--- src/rtl/tssgd_pkg.sv ---
package tssgd_pkg;

  // Number of LEDs a gesture sweep walks through.
  localparam int unsigned SWEEP_LEDS = 3;

  // Zone codes of one scan.
  typedef logic [1:0] zone_t;
  localparam zone_t ZONE_NONE   = 2'd0;
  localparam zone_t ZONE_FIRST  = 2'd1;
  localparam zone_t ZONE_BOTH   = 2'd2;
  localparam zone_t ZONE_SECOND = 2'd3;

  // Sweep pattern codes.
  typedef enum logic [2:0] {
    PAT_OFF = 3'd0,
    PAT_L2R = 3'd1,
    PAT_R2L = 3'd2,
    PAT_B2T = 3'd3,
    PAT_T2B = 3'd4
  } pattern_e;

  // Gesture event codes.
  typedef enum logic [1:0] {
    GEST_NONE = 2'd0,
    GEST_FWD  = 2'd1,
    GEST_BWD  = 2'd2
  } gesture_e;

  // Configuration register indexes.
  typedef enum logic [1:0] {
    CFG_DEBOUNCE   = 2'd0,
    CFG_LED_ON     = 2'd1,
    CFG_SWEEP_MODE = 2'd2,
    CFG_X_AXIS     = 2'd3
  } cfg_idx_e;

  // Configuration reset values.
  localparam logic [7:0] DEBOUNCE_RESET   = 8'd3;
  localparam logic [5:0] LED_ON_RESET     = 6'd10;
  localparam logic       SWEEP_MODE_RESET = 1'b1;
  localparam logic       X_AXIS_RESET     = 1'b1;

  // One result word.
  typedef struct packed {
    logic     led_left;
    logic     led_center;
    logic     led_right;
    logic     led_top;
    logic     led_bottom;
    zone_t    zone_seen;
    gesture_e gesture_event;
  } result_t;

endpackage

--- src/rtl/tssgd_scan_if.sv ---
// One sensor scan word.
interface tssgd_scan_if;
  logic valid;
  logic ready;
  logic first_active;
  logic second_active;

  modport source (output valid, output first_active, output second_active, input ready);
  modport sink (input valid, input first_active, input second_active, output ready);
endinterface

--- src/rtl/tssgd_result_if.sv ---
// One result word: LED states, zone and gesture event.
interface tssgd_result_if;
  logic       valid;
  logic       ready;
  logic       led_left;
  logic       led_center;
  logic       led_right;
  logic       led_top;
  logic       led_bottom;
  logic [1:0] zone_seen;
  logic [1:0] gesture_event;

  modport source (output valid, output led_left, output led_center, output led_right,
                  output led_top, output led_bottom, output zone_seen,
                  output gesture_event, input ready);
  modport sink (input valid, input led_left, input led_center, input led_right,
                input led_top, input led_bottom, input zone_seen,
                input gesture_event, output ready);
endinterface

--- src/rtl/two_sensor_swipe_gesture_detector_core.sv ---
// Result words are registered in the output register, or the skid entry on a stall.
// Throughput: one scan word per cycle while the skid entry is empty; the tracker
// and sweep update is one combinational step between the tracker state registers
// and the output register. A skid entry behind it takes one more word when the sink
// stalls; the scan side resumes in the cycle after the sink takes a word again.
// Reset (rst_ni, asynchronous, active low) clears the trackers, the sweep and the
// output buffer and loads the configuration registers with their defaults.
module two_sensor_swipe_gesture_detector_core (
  input  logic                 clk_i,
  input  logic                 rst_ni,
  input  logic                 cfg_we_i,
  input  logic [1:0]           cfg_idx_i,
  input  logic [7:0]           cfg_wdata_i,
  tssgd_scan_if.sink           scan_i,
  tssgd_result_if.source       result_o
);

  // Configuration registers.
  logic [7:0] debounce_q;
  logic [5:0] led_on_q;
  logic       sweep_mode_q;
  logic       x_axis_q;

  // Tracker and sweep state.
  tssgd_pkg::zone_t    present_zone_q, present_zone_d;
  tssgd_pkg::zone_t    accepted_zone_q, accepted_zone_d;
  logic                fwd_track_q, fwd_track_d;
  logic                bwd_track_q, bwd_track_d;
  logic [7:0]          fwd_cnt_q, fwd_cnt_d;
  logic [7:0]          bwd_cnt_q, bwd_cnt_d;
  tssgd_pkg::pattern_e pattern_q, pattern_d;
  logic [7:0]          tick_q, tick_d;

  // Output buffer.
  tssgd_pkg::result_t out_q, skid_q, res_d;
  logic               out_valid_q, skid_valid_q;

  logic accept;
  logic pop;

  assign scan_i.ready = !skid_valid_q;
  assign accept       = scan_i.valid && scan_i.ready;
  assign pop          = out_valid_q && result_o.ready;

  // Configuration writes.
  always_ff @(posedge clk_i or negedge rst_ni) begin
    if (!rst_ni) begin
      debounce_q   <= tssgd_pkg::DEBOUNCE_RESET;
      led_on_q     <= tssgd_pkg::LED_ON_RESET;
      sweep_mode_q <= tssgd_pkg::SWEEP_MODE_RESET;
      x_axis_q     <= tssgd_pkg::X_AXIS_RESET;
    end else if (cfg_we_i) begin
      case (tssgd_pkg::cfg_idx_e'(cfg_idx_i))
        tssgd_pkg::CFG_DEBOUNCE:   debounce_q   <= cfg_wdata_i;
        tssgd_pkg::CFG_LED_ON:     led_on_q     <= cfg_wdata_i[5:0];
        tssgd_pkg::CFG_SWEEP_MODE: sweep_mode_q <= cfg_wdata_i[0];
        tssgd_pkg::CFG_X_AXIS:     x_axis_q     <= cfg_wdata_i[0];
        default: ;
      endcase
    end
  end

  // One scan step: zone, both trackers, gesture detection and LED sweep.
  always_comb begin
    tssgd_pkg::zone_t    zone;
    tssgd_pkg::gesture_e gest;
    logic                cond;
    logic [5:0]          per;
    logic [7:0]          per1, per2, per3;
    logic                slot0, slot1, slot2;
    logic                l, c, r, t, b;

    present_zone_d  = present_zone_q;
    accepted_zone_d = accepted_zone_q;
    fwd_track_d     = fwd_track_q;
    bwd_track_d     = bwd_track_q;
    fwd_cnt_d       = fwd_cnt_q;
    bwd_cnt_d       = bwd_cnt_q;
    pattern_d       = pattern_q;
    tick_d          = tick_q;
    gest            = tssgd_pkg::GEST_NONE;
    cond            = 1'b0;
    l = 1'b0; c = 1'b0; r = 1'b0; t = 1'b0; b = 1'b0;

    case ({scan_i.first_active, scan_i.second_active})
      2'b10:   zone = tssgd_pkg::ZONE_FIRST;
      2'b01:   zone = tssgd_pkg::ZONE_SECOND;
      2'b11:   zone = tssgd_pkg::ZONE_BOTH;
      default: zone = tssgd_pkg::ZONE_NONE;
    endcase

    if (zone != tssgd_pkg::ZONE_NONE) begin
      // Forward tracker: zones must rise by one.
      if (present_zone_d != zone) begin
        fwd_cnt_d = debounce_q;
        bwd_cnt_d = debounce_q;
      end
      present_zone_d = zone;
      if (fwd_track_d && accepted_zone_d != present_zone_d &&
          {1'b0, present_zone_d} != {1'b0, accepted_zone_d} + 3'd1) begin
        fwd_track_d = 1'b0;
      end
      cond = (zone == tssgd_pkg::ZONE_FIRST) ? (accepted_zone_d == tssgd_pkg::ZONE_NONE)
                                             : fwd_track_d;
      if (cond) begin
        if (fwd_cnt_d != 8'd0) fwd_cnt_d = fwd_cnt_d - 8'd1;
      end else begin
        fwd_cnt_d = debounce_q;
      end
      if (fwd_cnt_d == 8'd0) begin
        accepted_zone_d = zone;
        if (zone == tssgd_pkg::ZONE_FIRST) fwd_track_d = 1'b1;
      end

      // Backward tracker: zones must fall by one.
      if (bwd_track_d && accepted_zone_d != present_zone_d &&
          {1'b0, accepted_zone_d} != {1'b0, present_zone_d} + 3'd1) begin
        bwd_track_d = 1'b0;
      end
      cond = (zone == tssgd_pkg::ZONE_SECOND) ? (accepted_zone_d == tssgd_pkg::ZONE_NONE)
                                              : bwd_track_d;
      if (cond) begin
        if (bwd_cnt_d != 8'd0) bwd_cnt_d = bwd_cnt_d - 8'd1;
      end else begin
        bwd_cnt_d = debounce_q;
      end
      if (bwd_cnt_d == 8'd0) begin
        accepted_zone_d = zone;
        if (zone == tssgd_pkg::ZONE_SECOND) bwd_track_d = 1'b1;
      end
    end else begin
      // Release: report a completed sweep and rearm both trackers.
      if (fwd_track_q && accepted_zone_q == tssgd_pkg::ZONE_SECOND) begin
        gest      = tssgd_pkg::GEST_FWD;
        pattern_d = x_axis_q ? tssgd_pkg::PAT_L2R : tssgd_pkg::PAT_B2T;
        tick_d    = 8'd0;
      end
      if (bwd_track_q && accepted_zone_q == tssgd_pkg::ZONE_FIRST) begin
        gest      = tssgd_pkg::GEST_BWD;
        pattern_d = x_axis_q ? tssgd_pkg::PAT_R2L : tssgd_pkg::PAT_T2B;
        tick_d    = 8'd0;
      end
      accepted_zone_d = tssgd_pkg::ZONE_NONE;
      present_zone_d  = tssgd_pkg::ZONE_NONE;
      fwd_track_d     = 1'b0;
      bwd_track_d     = 1'b0;
      fwd_cnt_d       = debounce_q;
      bwd_cnt_d       = debounce_q;
    end

    // Slot boundaries of the timed sweep; an LED time of zero counts as one.
    per   = (led_on_q == 6'd0) ? 6'd1 : led_on_q;
    per1  = {2'b00, per};
    per2  = {1'b0, per, 1'b0};
    per3  = 8'(per1 * tssgd_pkg::SWEEP_LEDS);
    slot0 = tick_d < per1;
    slot1 = !slot0 && (tick_d < per2);
    slot2 = (tick_d >= per2) && (tick_d < per3);

    if (sweep_mode_q) begin
      // Timed sweep in the direction of the last gesture.
      case (pattern_d)
        tssgd_pkg::PAT_L2R: begin l = slot0; c = slot1; r = slot2; end
        tssgd_pkg::PAT_R2L: begin r = slot0; c = slot1; l = slot2; end
        tssgd_pkg::PAT_B2T: begin b = slot0; c = slot1; t = slot2; end
        tssgd_pkg::PAT_T2B: begin t = slot0; c = slot1; b = slot2; end
        default: ;
      endcase
      if (pattern_d != tssgd_pkg::PAT_OFF) begin
        tick_d = tick_d + 8'd1;
        if (tick_d >= per3) pattern_d = tssgd_pkg::PAT_OFF;
      end
    end else begin
      // Position display of the current zone.
      case (zone)
        tssgd_pkg::ZONE_FIRST: begin
          if (x_axis_q) l = 1'b1; else b = 1'b1;
        end
        tssgd_pkg::ZONE_BOTH: c = 1'b1;
        tssgd_pkg::ZONE_SECOND: begin
          if (x_axis_q) r = 1'b1; else t = 1'b1;
        end
        default: ;
      endcase
    end

    res_d.led_left      = l;
    res_d.led_center    = c;
    res_d.led_right     = r;
    res_d.led_top       = t;
    res_d.led_bottom    = b;
    res_d.zone_seen     = zone;
    res_d.gesture_event = gest;
  end

  // Tracker and sweep state advance once per accepted scan.
  always_ff @(posedge clk_i or negedge rst_ni) begin
    if (!rst_ni) begin
      present_zone_q  <= tssgd_pkg::ZONE_NONE;
      accepted_zone_q <= tssgd_pkg::ZONE_NONE;
      fwd_track_q     <= 1'b0;
      bwd_track_q     <= 1'b0;
      fwd_cnt_q       <= tssgd_pkg::DEBOUNCE_RESET;
      bwd_cnt_q       <= tssgd_pkg::DEBOUNCE_RESET;
      pattern_q       <= tssgd_pkg::PAT_OFF;
      tick_q          <= 8'd0;
    end else if (accept) begin
      present_zone_q  <= present_zone_d;
      accepted_zone_q <= accepted_zone_d;
      fwd_track_q     <= fwd_track_d;
      bwd_track_q     <= bwd_track_d;
      fwd_cnt_q       <= fwd_cnt_d;
      bwd_cnt_q       <= bwd_cnt_d;
      pattern_q       <= pattern_d;
      tick_q          <= tick_d;
    end
  end

  // Output register with a skid entry behind it.
  always_ff @(posedge clk_i or negedge rst_ni) begin
    if (!rst_ni) begin
      out_valid_q  <= 1'b0;
      skid_valid_q <= 1'b0;
    end else if (!out_valid_q || pop) begin
      if (skid_valid_q) begin
        out_valid_q  <= 1'b1;
        skid_valid_q <= 1'b0;
      end else begin
        out_valid_q <= accept;
      end
    end else if (accept) begin
      skid_valid_q <= 1'b1;
    end
  end

  always_ff @(posedge clk_i) begin
    if (!out_valid_q || pop) begin
      if (skid_valid_q) out_q <= skid_q;
      else if (accept) out_q <= res_d;
    end else if (accept) begin
      skid_q <= res_d;
    end
  end

  assign result_o.valid         = out_valid_q;
  assign result_o.led_left      = out_q.led_left;
  assign result_o.led_center    = out_q.led_center;
  assign result_o.led_right     = out_q.led_right;
  assign result_o.led_top       = out_q.led_top;
  assign result_o.led_bottom    = out_q.led_bottom;
  assign result_o.zone_seen     = out_q.zone_seen;
  assign result_o.gesture_event = out_q.gesture_event;

endmodule

--- src/flat_wrapper.sv ---
// flat-port wrapper written by rule: the top's interface ports become plain ports
module two_sensor_swipe_gesture_detector_core_flat 
  (clk_i, rst_ni, cfg_we_i, cfg_idx_i, cfg_wdata_i, scan_i_valid, scan_i_first_active, scan_i_second_active, scan_i_ready, result_o_valid, result_o_led_left, result_o_led_center, result_o_led_right, result_o_led_top, result_o_led_bottom, result_o_zone_seen, result_o_gesture_event, result_o_ready);
  tssgd_scan_if scan_i_i ();
  tssgd_result_if result_o_i ();
  input  logic clk_i;
  input  logic rst_ni;
  input  logic cfg_we_i;
  input  logic [1:0] cfg_idx_i;
  input  logic [7:0] cfg_wdata_i;
  input wire logic [$bits(scan_i_i.valid)-1:0] scan_i_valid;
  input wire logic [$bits(scan_i_i.first_active)-1:0] scan_i_first_active;
  input wire logic [$bits(scan_i_i.second_active)-1:0] scan_i_second_active;
  output wire logic [$bits(scan_i_i.ready)-1:0] scan_i_ready;
  output wire logic [$bits(result_o_i.valid)-1:0] result_o_valid;
  output wire logic [$bits(result_o_i.led_left)-1:0] result_o_led_left;
  output wire logic [$bits(result_o_i.led_center)-1:0] result_o_led_center;
  output wire logic [$bits(result_o_i.led_right)-1:0] result_o_led_right;
  output wire logic [$bits(result_o_i.led_top)-1:0] result_o_led_top;
  output wire logic [$bits(result_o_i.led_bottom)-1:0] result_o_led_bottom;
  output wire logic [$bits(result_o_i.zone_seen)-1:0] result_o_zone_seen;
  output wire logic [$bits(result_o_i.gesture_event)-1:0] result_o_gesture_event;
  input wire logic [$bits(result_o_i.ready)-1:0] result_o_ready;
  assign scan_i_i.valid = scan_i_valid;
  assign scan_i_i.first_active = scan_i_first_active;
  assign scan_i_i.second_active = scan_i_second_active;
  assign scan_i_ready = scan_i_i.ready;
  assign result_o_valid = result_o_i.valid;
  assign result_o_led_left = result_o_i.led_left;
  assign result_o_led_center = result_o_i.led_center;
  assign result_o_led_right = result_o_i.led_right;
  assign result_o_led_top = result_o_i.led_top;
  assign result_o_led_bottom = result_o_i.led_bottom;
  assign result_o_zone_seen = result_o_i.zone_seen;
  assign result_o_gesture_event = result_o_i.gesture_event;
  assign result_o_i.ready = result_o_ready;
  two_sensor_swipe_gesture_detector_core u_core (.clk_i(clk_i), .rst_ni(rst_ni), .cfg_we_i(cfg_we_i), .cfg_idx_i(cfg_idx_i), .cfg_wdata_i(cfg_wdata_i), .scan_i(scan_i_i), .result_o(result_o_i));
endmodule
--- config.mk ---
export PLATFORM = sky130hd
export DESIGN_NAME = two_sensor_swipe_gesture_detector_core_flat
export DESIGN_NICKNAME = d
export VERILOG_FILES = /design/src/rtl/tssgd_pkg.sv /design/src/rtl/tssgd_scan_if.sv /design/src/rtl/tssgd_result_if.sv /design/src/rtl/two_sensor_swipe_gesture_detector_core.sv /design/src/flat_wrapper.sv
export SDC_FILE = /design/constraint.sdc
export NUM_CORES = 1
export LEC_CHECK = 0
export ABC_AREA = 1
export CAP_MARGIN = 0
export CORE_MARGIN = 2
export CORE_UTILIZATION = 50
export DETAILED_ROUTE_END_ITERATION = 7
export DONT_BUFFER_PORTS = 1
export GPL_TIMING_DRIVEN = 0
export PLACE_DENSITY_LB_ADDON = 0.08
export SLEW_MARGIN = 20
export SYNTH_ARGS = -nofsm -noshare
export SYNTH_HDL_FRONTEND = slang
export SYNTH_SLANG_ARGS = --single-unit
--- constraint.sdc ---
create_clock -name clk_i -period 3.2 [get_ports clk_i]
set_input_delay 0.64 -clock clk_i [delete_from_list [all_inputs] [get_ports clk_i]]
set_output_delay 0.64 -clock clk_i [all_outputs]
set_load 0.005 [all_outputs]
## Word level (Yosys, flattened, before mapping)

Cells that the tools add are included.

- Register bits after elaboration: 69
- Output and inout bits: 11
- Logic and storage cells: 162

- $add $sub $neg: 5
- $mul: 1
- Magnitude comparators: 5
- Equal/unequal tests: 20
- Mux-type cells: 69
- Bitwise operators: 1
- Reduce and logical (&&, ||, !) cells: 33

Operators by type and width:

| kind | number |
|---|---|
| $mux W8 | 17 |
| $mux W1 | 29 |
| $mux W3 | 7 |
| $mux W9 | 2 |
| $logic_not A8 Y1 | 2 |
| $mux W2 | 8 |
| $reduce_bool A8 Y1 | 2 |
| $sub A8 B1 Y8 const B | 2 |
| $eq A2 B2 Y1 const B | 7 |
| $reduce_and A2 Y1 | 6 |
| $logic_and A1 B1 Y1 | 10 |
| $add A8 B1 Y8 const B | 1 |
| $eq A2 B1 Y1 const B | 4 |
| $ge A8 B7 Y1 | 1 |
| $ge A8 B8 Y1 | 1 |
| $lt A8 B6 Y1 | 1 |
| $lt A8 B7 Y1 | 1 |
| $lt A8 B8 Y1 | 1 |
| $mul A6 B2 Y8 const B | 1 |
| $pmux W1 S2 | 4 |
| $add A2 B1 Y3 const B | 2 |
| $eq A3 B2 Y1 const B | 2 |
| $logic_not A2 Y1 | 3 |
| $logic_not A6 Y1 | 1 |
| 12 further kinds | 19 |

## Logic depth before layout (Yosys ltp)

Gate-level depths: netlist (run 1).

- Depth in word-level cells: 24
- Depth in mapped cells: 34

## Worst setup path before layout (run 1)

Ideal clock, no wire load.

- Path type: input -> register
- From: input port scan_i_second_active
- To: register u_core.accepted_zone_q[0]
- Setup time: 0.118 ns
- Arrival time: 3.976 ns
- Data required time: 3.082 ns
- Slack: -0.894 ns
- Cell stages on the path: 31
- Buffers on the path: 1
- Cells stage by stage: inv_1 -> ha_1 -> xnor2_4 -> nand2_4 -> buf_6 -> nand2_2 -> o21ai_2 -> inv_2 -> ha_1 -> nand3_1 -> nor2_2 -> nand3_2 -> nand2_1 -> nand3_1 -> nand2_1 -> nor2b_1 -> nand3_4 -> nand2_1 -> nand3_1 -> nand2_2 -> nand3_4 -> nand2_4 -> nand2_1 -> nand2_1 -> inv_2 -> nand2_2 -> nor2_4 -> nand2_1 -> nand2_1 -> nand3_1 -> nand2_1

- Longest elaborated chain between the ends: 24
- Elaborated cells between the ends (all ways): 44

RTL lines:

| what | line | source |
|---|---|---|
| start, declared | flat_wrapper.sv:13 | `input wire logic [$bits(scan_i_i.second_active)-1:0] scan_i_second_active;` |
| $eq A2 B2 Y1 / $eq A2 B1 Y1 (equally long branches) | two_sensor_swipe_gesture_detector_core.sv:85 | `case ({scan_i.first_active, scan_i.second_active})` |
| $pmux W2 S3 * | two_sensor_swipe_gesture_detector_core.sv:85 |  |
| parallel branches: the longest is 21 deep, another holds $sub A8 B1 Y8 | -- |  |
| $mux W2 * | two_sensor_swipe_gesture_detector_core.sv:92 | `if (zone != tssgd_pkg::ZONE_NONE) begin` |
| end signal, assigned | two_sensor_swipe_gesture_detector_core.sv:200 | `accepted_zone_q <= tssgd_pkg::ZONE_NONE;` |
| end signal, assigned | two_sensor_swipe_gesture_detector_core.sv:209 | `accepted_zone_q <= accepted_zone_d;` |
| end, declared | two_sensor_swipe_gesture_detector_core.sv:26 | `tssgd_pkg::zone_t accepted_zone_q, accepted_zone_d;` |

Mark *: on every way between the ends. The select of a mux whose other input is x is not followed.
A chain may end at the register's enable or synchronous reset.

## Final worst setup path (run 1)

- From: input port scan_i_first_active
- To: register u_core.accepted_zone_q[1]

- Longest elaborated chain between the ends: 24
- Elaborated cells between the ends (all ways): 44

RTL lines:

| what | line | source |
|---|---|---|
| start, declared | flat_wrapper.sv:12 | `input wire logic [$bits(scan_i_i.first_active)-1:0] scan_i_first_active;` |
| $eq A2 B2 Y1 / $eq A2 B1 Y1 (equally long branches) | two_sensor_swipe_gesture_detector_core.sv:85 |  |
| $pmux W2 S3 * | two_sensor_swipe_gesture_detector_core.sv:85 |  |
| parallel branches: the longest is 21 deep, another holds $sub A8 B1 Y8 | -- |  |
| $mux W2 * | two_sensor_swipe_gesture_detector_core.sv:92 |  |

Marks and branches as above.

==> results of run 1 <==
[area by class of cell]
cell class / count / area [µm²] / area share [%]
plain buffers: 13 / 77.6 / 1.17
clock inverters: 7 / 145 / 2.19
multi-input cells: 535 / 3530 / 53.2
well taps: 136 / 170 / 2.57
repair buffers: 43 / 364 / 5.49
clock buffers: 9 / 124 / 1.87
inverters: 100 / 389 / 5.87
flip-flops and latches: 69 / 1830 / 27.6
[metrics by stage]
step,hold slack [ns],worst slack [ns],total power [mW]
3_3_place_gp,0.346,-1.36,2.77
6_report,0.110,-0.651,4.30
2_1_floorplan,0.344,-0.673,2.44
5_1_grt,0.110,-0.904,4.59
4_1_cts,0.111,-0.583,4.00
3_5_place_dp,0.347,-1.40,2.82
[kinds of logic after synthesis]
group / Yosys count
simple gates: 351
compound gates: 116
xor+xnor: 19
buf+inv: 113
fa+ha+maj: 48
flops: 69
[sequential cells by signal, summed over array words and instances, names as in the netlist, 3 cells and up]
name and flops:
u_core.skid_q 9, u_core.tick_q 8, u_core.fwd_cnt_q 8, u_core.debounce_q 8, u_core.bwd_cnt_q 8, u_core.led_on_q 6
u_core.pattern_q 3
[final timing paths]
kind	cells after the start	slack [ns]	end
max	30	-0.65	u_core.accepted_zone_q[1]
min	1	0.11	u_core.result_o.valid
max reg2reg	30	-0.53	u_core.accepted_zone_q[1]
min reg2reg	2	0.50	u_core.fwd_cnt_q[4]
max in group asynchronous	1	2.83	u_core.led_on_q[5]
min in group clk_i	1	0.34	u_core.sweep_mode_q
[worst max-delay path: cells and delay by family]
kind	cells	cell delay, ns
AND/OR/NAND/NOR	23	2.43
buffers and inverters	3	0.32
adder cells (fa/ha/maj)	2	0.43
AO/OA/AOI/OAI	1	0.06
XOR/XNOR	1	0.22
[repair_timing]
action	CTS	global route
hold endpoints to repair	41	0
cloned	1	1
gates resized for setup	30	81
endpoints found under the setup margin	25	25
setup buffers	22	19
hold buffers	1	0
pin swaps	26	28
[routing by layer]
metal	track usage [%]	share of wire [%]	up-vias
li1	-	-	2469
met2	42.3	47	155
met4	6.96	1.5	0
met5	0	0	-
met3	5.29	5.8	23
met1	35.8	46	2356
[power by group through the flow]
stage               combinational, mW  sequential, mW  clock (mW)
global placement                 1.58            1.18           0
floorplan                        1.29            1.15           0
global route                     2.37            1.19        1.03
CTS                              1.84            1.18       0.984
detailed placement               1.64            1.19           0
finish                           2.14            1.18       0.978
[cell usage in the layout, fill, tap and decap left out, drive strengths merged, types with 3 or more instances in the layout]
cell,instances
buf,44
ha,47
o21bai,3
dfstp,10
or2,4
o21ai,50
nand2,195
nand3,70
nor3,4
clkbuf,21
edfxtp,18
o22ai,4
xor2,11
dfrtp,41
nand4,5
a21o,3
a31oi,8
o211ai,4
inv,97
clkinvlp,3
nand3b,4
clkinv,3
o221ai,5
xnor2,8
nor2,68
bufinv,4
a21oi,29
==> summary.md, run 1 <==
| Metric | Value |
|---|---|
| Power density cells | `648 mW/mm²` |
| Async SR Flop Fraction | `73.9%` |
| Maximum clock rate | `260 MHz` |
| Full die area | `0.0115 mm²` |
| CP endpoint kind | `flop` |
| Avg WL per Cell | `16.1 µm` |
| Core Box Area | `0.0103 mm²` |
| Starting Density | `51.5%` |
| Post-synth EDFFs | `18` |
| Top cell type's share of synthesized area | `19.3%` |
| Leading area contributor after synthesis | `dfrtp_1` |
| Syn Nets | `781` |
| Synth area leaders | `dfrtp_1 19%, nand2_1 13%, ha_1 11%, edfxtp_1 10%, inv_1 6.6%` |
| Dpl cell area | `0.00560 mm²` |
| Layout cells sized above 1 | `26.0%` |
| Antenna violations before repair | `0` |
| Synth warnings | `0` |
| RSZ-0062 raised after global routing | `true` |
| Fin crit period | `3.85 ns` |
| #FFs+latches synth | `69` |
| Crit. Startpoint | `scan_i_first_active` |
| Simple logic cell fraction of the synthesized area | `29.9%` |
| Cell row count | `37` |
| Xor and xnor fraction of the mapped netlist area | `3.48%` |
| RR Startpoint | `u_core.present_zone_q[1]` |
| Pleak | `3.13 nW` |
| Post-route clock period utilization | `120%` |
| Aggregate global routing overflow | `0` |
| Iteration-0 DRC Markers | `365` |
| Post-synthesis sequential area ratio | `34.4%` |
| Synth Instances | `716` |
| Drt drc | `0` |
| Post-synth top cells | `178 x nand2_1, 94 x inv_1, 65 x nand3_1, 56 x nor2_1, 48 x o21ai_0` |
| Failing checks | `setup timing` |
| Top_reg_cell synth | `dfrtp_1` |
| Global-route wire length before repair | `23400 µm` |
| Clock sink total | `69` |
| Nets | `836` |
| Synth Area in Adders | `11.4%` |
| Largest net degree at the start of global routing | `42` |
| Diode count | `0` |
| Post-DP HPWL | `10400 µm` |
| Mux cell area share after synthesis | `0%` |
| Filler Cells Inserted | `924` |
| Clock Skews | `0.0157 ns` |
| Final-report hold violation count | `0` |
| Slowest CP cell | `ha_4` |
| Top Ports | `28` |
| CTS tree | `yes` |
| Cell area after synthesis | `0.00532 mm²` |
| Int Power | `2.54 mW` |
| Largest family of logic cells by synthesized area | `simple AND/OR/NAND/NOR gates` |
| Die height | `107 µm` |
| Average cell area after synthesis | `7.43 µm²` |
| CTS Buf Count | `9` |
| Critical Path RT | `3.45 ns` |
| Setup TNS | `-5.60 ns` |
| Net switching power | `1.76 mW` |
| Share of power burned in registers | `27.4%` |
| Clock tree root driver cell | `clkbuf_8` |
| Vias | `5003` |
| Critical Path AT | `4.10 ns` |
| CTS max path bufs | `2` |
| Crit path kind | `input port to flop` |
| Clock Power Share | `22.8%` |
| Post-Layout Cell Count | `912` |
| Area Growth Syn to Fin | `24.6%` |
| Cell variety after synth | `45` |
| Most common cell in the synthesized netlist | `nand2_1` |
| H-Tree Depth | `3` |
| DR vias/cell | `5.49` |
| # Max-Cap Violations | `0` |
| Drt total wl | `14700 µm` |
| CTS clock-pin slew for the worst setup and hold paths | `0.09 ns` |
| Port bufs | `0` |
| Placed insts | `852` |
| CP max stage delay | `0.28 ns` |
| Least-Margin Pin Slew | `0.744 ns` |
| Switching portion of total power | `41.0%` |
| Width of the die | `107 µm` |
| Compound-Gate Fraction of Synth Area | `12.7%` |
| Status | `complete, but fails checks` |
| Slew Viols, Final | `0` |
| Rel. slew slack | `50.2%` |
| Antenna-violating nets left | `0` |
| GRT Util Overall | `26.2%` |
| Crit Path Max Fanout | `8` |
| Final number of setup-violating endpoints | `22` |
| Worst hold path class | `input port to asynchronous set/reset pin` |
| CP startpoint kind | `input port` |
| Worst-skew pair later-pin latency | `0.36 ns` |
| Worst setup margin | `-0.651 ns` |
| Initial DRT Pass Iterations | `5` |
| Final core utilization | `64.2%` |
| Final instance area | `0.00663 mm²` |
| Routability cong. | `0.865` |
| Number of global-route vias before repair | `4700` |
| Maximum vdd drop | `0.408 mV` |
| Power share of the combinational group | `49.8%` |
Note: power is estimated with default switching activity, not from simulation.
==> run 2: changes to the inputs <==
Settings changed: CTS_BUF_LIST set to sky130_fd_sc_hd__clkbuf_16.
==> summary.md, run 2 (synthesis results as in run 1) <==
| Metric | Value |
|---|---|
| Status | `complete, but fails checks` |
| Failing checks | `setup timing` |
| Rel. slew slack | `50.3% (+0.096 points)` |
| Final-report hold violation count | `0 (unchanged)` |
| # Max-Cap Violations | `0 (unchanged)` |
| Top Ports | `28 (unchanged)` |
| CP startpoint kind | `input port` |
| CP max stage delay | `0.28 ns (about the same)` |
| Clock Skews | `0.00880 ns (-0.00692 ns)` |
| Maximum vdd drop | `0.404 mV (-0.84%)` |
| CTS clock-pin slew for the worst setup and hold paths | `0.06 ns (-0.03 ns)` |
| Post-DP HPWL | `10400 µm (unchanged)` |
| Uppermost layer routed | `met4` |
| CTS Buf Count | `9 (unchanged)` |
| GRT Util Overall | `26.5% (+0.31 points)` |
| Filler Cells Inserted | `874 (-5.4%)` |
| Final number of setup-violating endpoints | `19 (-14%)` |
| Die height | `107 µm (unchanged)` |
| Most flops, register | `u_core.skid_q` |
| Drt total wl | `15300 µm (+4.4%)` |
| Met3 wire length | `743 µm (-13%)` |
| Antenna violations before repair | `0 (unchanged)` |
| Diode count | `0 (unchanged)` |
| Largest net degree at the start of global routing | `39 (-7.1%)` |
| Area Growth Syn to Fin | `30.7%` |
| DR vias/cell | `5.49 (about the same)` |
| Nets | `844 (+0.96%)` |
| CTS tree | `yes` |
| Slowest CP cell | `ha_4` |
| Cell row count | `37 (unchanged)` |
| RR Startpoint | `u_core.accepted_zone_q[0]` |
| Crit path kind | `input port to flop` |
| Vias | `5049 (+0.92%)` |
| WL met2 | `7460 µm (+8.2%)` |
| Clock tree root driver cell | `clkbuf_16` |
| Critical Path AT | `4.15 ns (+0.05 ns)` |
| Clock sink total | `69 (unchanged)` |
| Antenna-violating nets left | `0 (unchanged)` |
| Most frequent cells in the layout | `151 x nand2_1, 83 x inv_1, 53 x nand3_1` |
| Worst setup margin | `-0.725 ns (-0.0736 ns)` |
| Placed insts | `852 (unchanged)` |
| Met1 wire length | `6940 µm (+3.1%)` |
| Avg WL per Cell | `16.7 µm (+3.5%)` |
| Power density cells | `678 mW/mm² (+4.6%)` |
| Core Box Area | `0.0103 mm² (unchanged)` |
| Layout cells sized above 1 | `29.1% (+3.1 points)` |
| Crit Path Max Fanout | `8 (unchanged)` |
| Critical Path RT | `3.42 ns (-0.03 ns)` |
| Global-route wire length before repair | `23600 µm (+1.0%)` |
| Port bufs | `0 (unchanged)` |
| Overall Power | `4.71 mW (+9.7%)` |
| Least-Margin Pin Slew | `0.742 ns (-0.00144 ns)` |
| Pleak | `3.25 nW (+3.7%)` |
| RSZ-0062 raised after global routing | `true` |
| Most common library cell in the layout ignoring fill and taps | `nand2_1` |
| Worst hold path class | `input port to asynchronous set/reset pin` |
| Routability cong. | `0.865 (unchanged)` |
| Post-route clock period utilization | `123% (+2.3 points)` |
| CP endpoint kind | `flop` |
| Full die area | `0.0115 mm² (unchanged)` |
| Starting Density | `51.5% (unchanged)` |
| Slew Viols, Final | `0 (unchanged)` |
| Fin crit period | `3.92 ns (+0.0736 ns)` |
| Initial DRT Pass Iterations | `5 (unchanged)` |
| CTS max path bufs | `2 (unchanged)` |
| R2R Path End | `u_core.accepted_zone_q[0]` |
| Iteration-0 DRC Markers | `360 (-1.4%)` |
| Max reg flops | `9 (unchanged)` |
| Reg2Reg Depth | `26 (-13%)` |
| Width of the die | `107 µm (unchanged)` |
| Aggregate global routing overflow | `0 (unchanged)` |
| Drt drc | `0 (unchanged)` |
| Post-Layout Cell Count | `920 (+0.88%)` |
| Worst-skew pair later-pin latency | `0.33 ns (-0.03 ns)` |
| R2R Setup Slk | `-0.62 ns (-0.09 ns)` |
| Number of global-route vias before repair | `4754 (+1.1%)` |
| H-Tree Depth | `3 (unchanged)` |
| Maximum clock rate | `255 MHz (-1.9%)` |
==> run 2: cell count changes in the layout (fill, tap and decap cells not counted), moves of 4 or more <==
cell and change:
nand2_1 -6, nor2_2 -6, clkbuf_8 -9, buf_4 +8, nor2_4 +9, ha_4 +4
clkbuf_16 +8
==> run 2: metrics by stage <==
step           utilization (%)  setup TNS (ns)  setup WS, ns  area, µm²  hold slack (ns)
2_1_floorplan                -           -6.17        -0.673       5430            0.344
3_3_place_gp              54.2          -21.04         -1.36       5600            0.346
3_5_place_dp              54.2          -22.46         -1.40       5600            0.347
4_1_cts                   61.0           -6.68        -0.627       6300            0.143
5_1_grt                   67.3           -9.50        -0.947       6950            0.140
6_report                  67.3           -5.52        -0.725       6950            0.134
==> run 2: worst max-delay path by stage <==
stage                               from                         to  slack [ns]  depth (start not counted)
finish               scan_i_first_active  u_core.accepted_zone_q[0]       -0.72                         30
CTS                 scan_i_second_active  u_core.accepted_zone_q[1]       -0.63                         33
global route         scan_i_first_active  u_core.accepted_zone_q[0]       -0.95                         33
global placement    scan_i_second_active  u_core.accepted_zone_q[1]       -1.36                         29
detailed placement  scan_i_second_active  u_core.accepted_zone_q[1]       -1.40                         29
floorplan           scan_i_second_active  u_core.accepted_zone_q[1]       -0.67                         33
==> run 2: layout make-up <==
class                      count  area [µm²]  area share, %
buffer                        13        77.6           1.12
inverter                     100         387           5.56
clock buffer                   9         225           3.24
timing repair buffer          51         402           5.78
sequential                    69        1830           26.4
multi-input combinational    535        3710           53.4
clock inverter                 7         145           2.09
tap                          136         170           2.45
==> run 2: metal layers <==
layer / global-route usage (%) / up-vias
met5: 0 / -
met4: 6.68 / 0
met3: 4.98 / 17
met2: 43.3 / 148
met1: 36.2 / 2406
li1: - / 2478
==> run 2: worst max-delay path, delay by kind of cell <==
| kind | cells | cell delay [ns] |
|---|---|---|
| buf+inv | 3 | 0.32 |
| simple gates | 23 | 2.41 |
| compound gates | 1 | 0.06 |
| fa+ha+maj | 2 | 0.43 |
| xor+xnor | 1 | 0.22 |
==> run 2: power by group <==
group	internal, mW	switching, mW	total (mW)
combinational	0.922	1.35	2.27
sequential	1.07	0.114	1.18
clock	0.846	0.412	1.26
total	2.84	1.88	4.71
==> run 2: timing repair <==
| action | in CTS | in global routing |
|---|---|---|
| hold endpoints to repair | 38 | 0 |
| setup buffers | 23 | 26 |
| hold buffers | 2 | 0 |
| gates resized for setup | 30 | 118 |
| gates cloned | 1 | 0 |
| pin swaps | 27 | 47 |
| endpoints found under the setup margin | 25 | 25 |
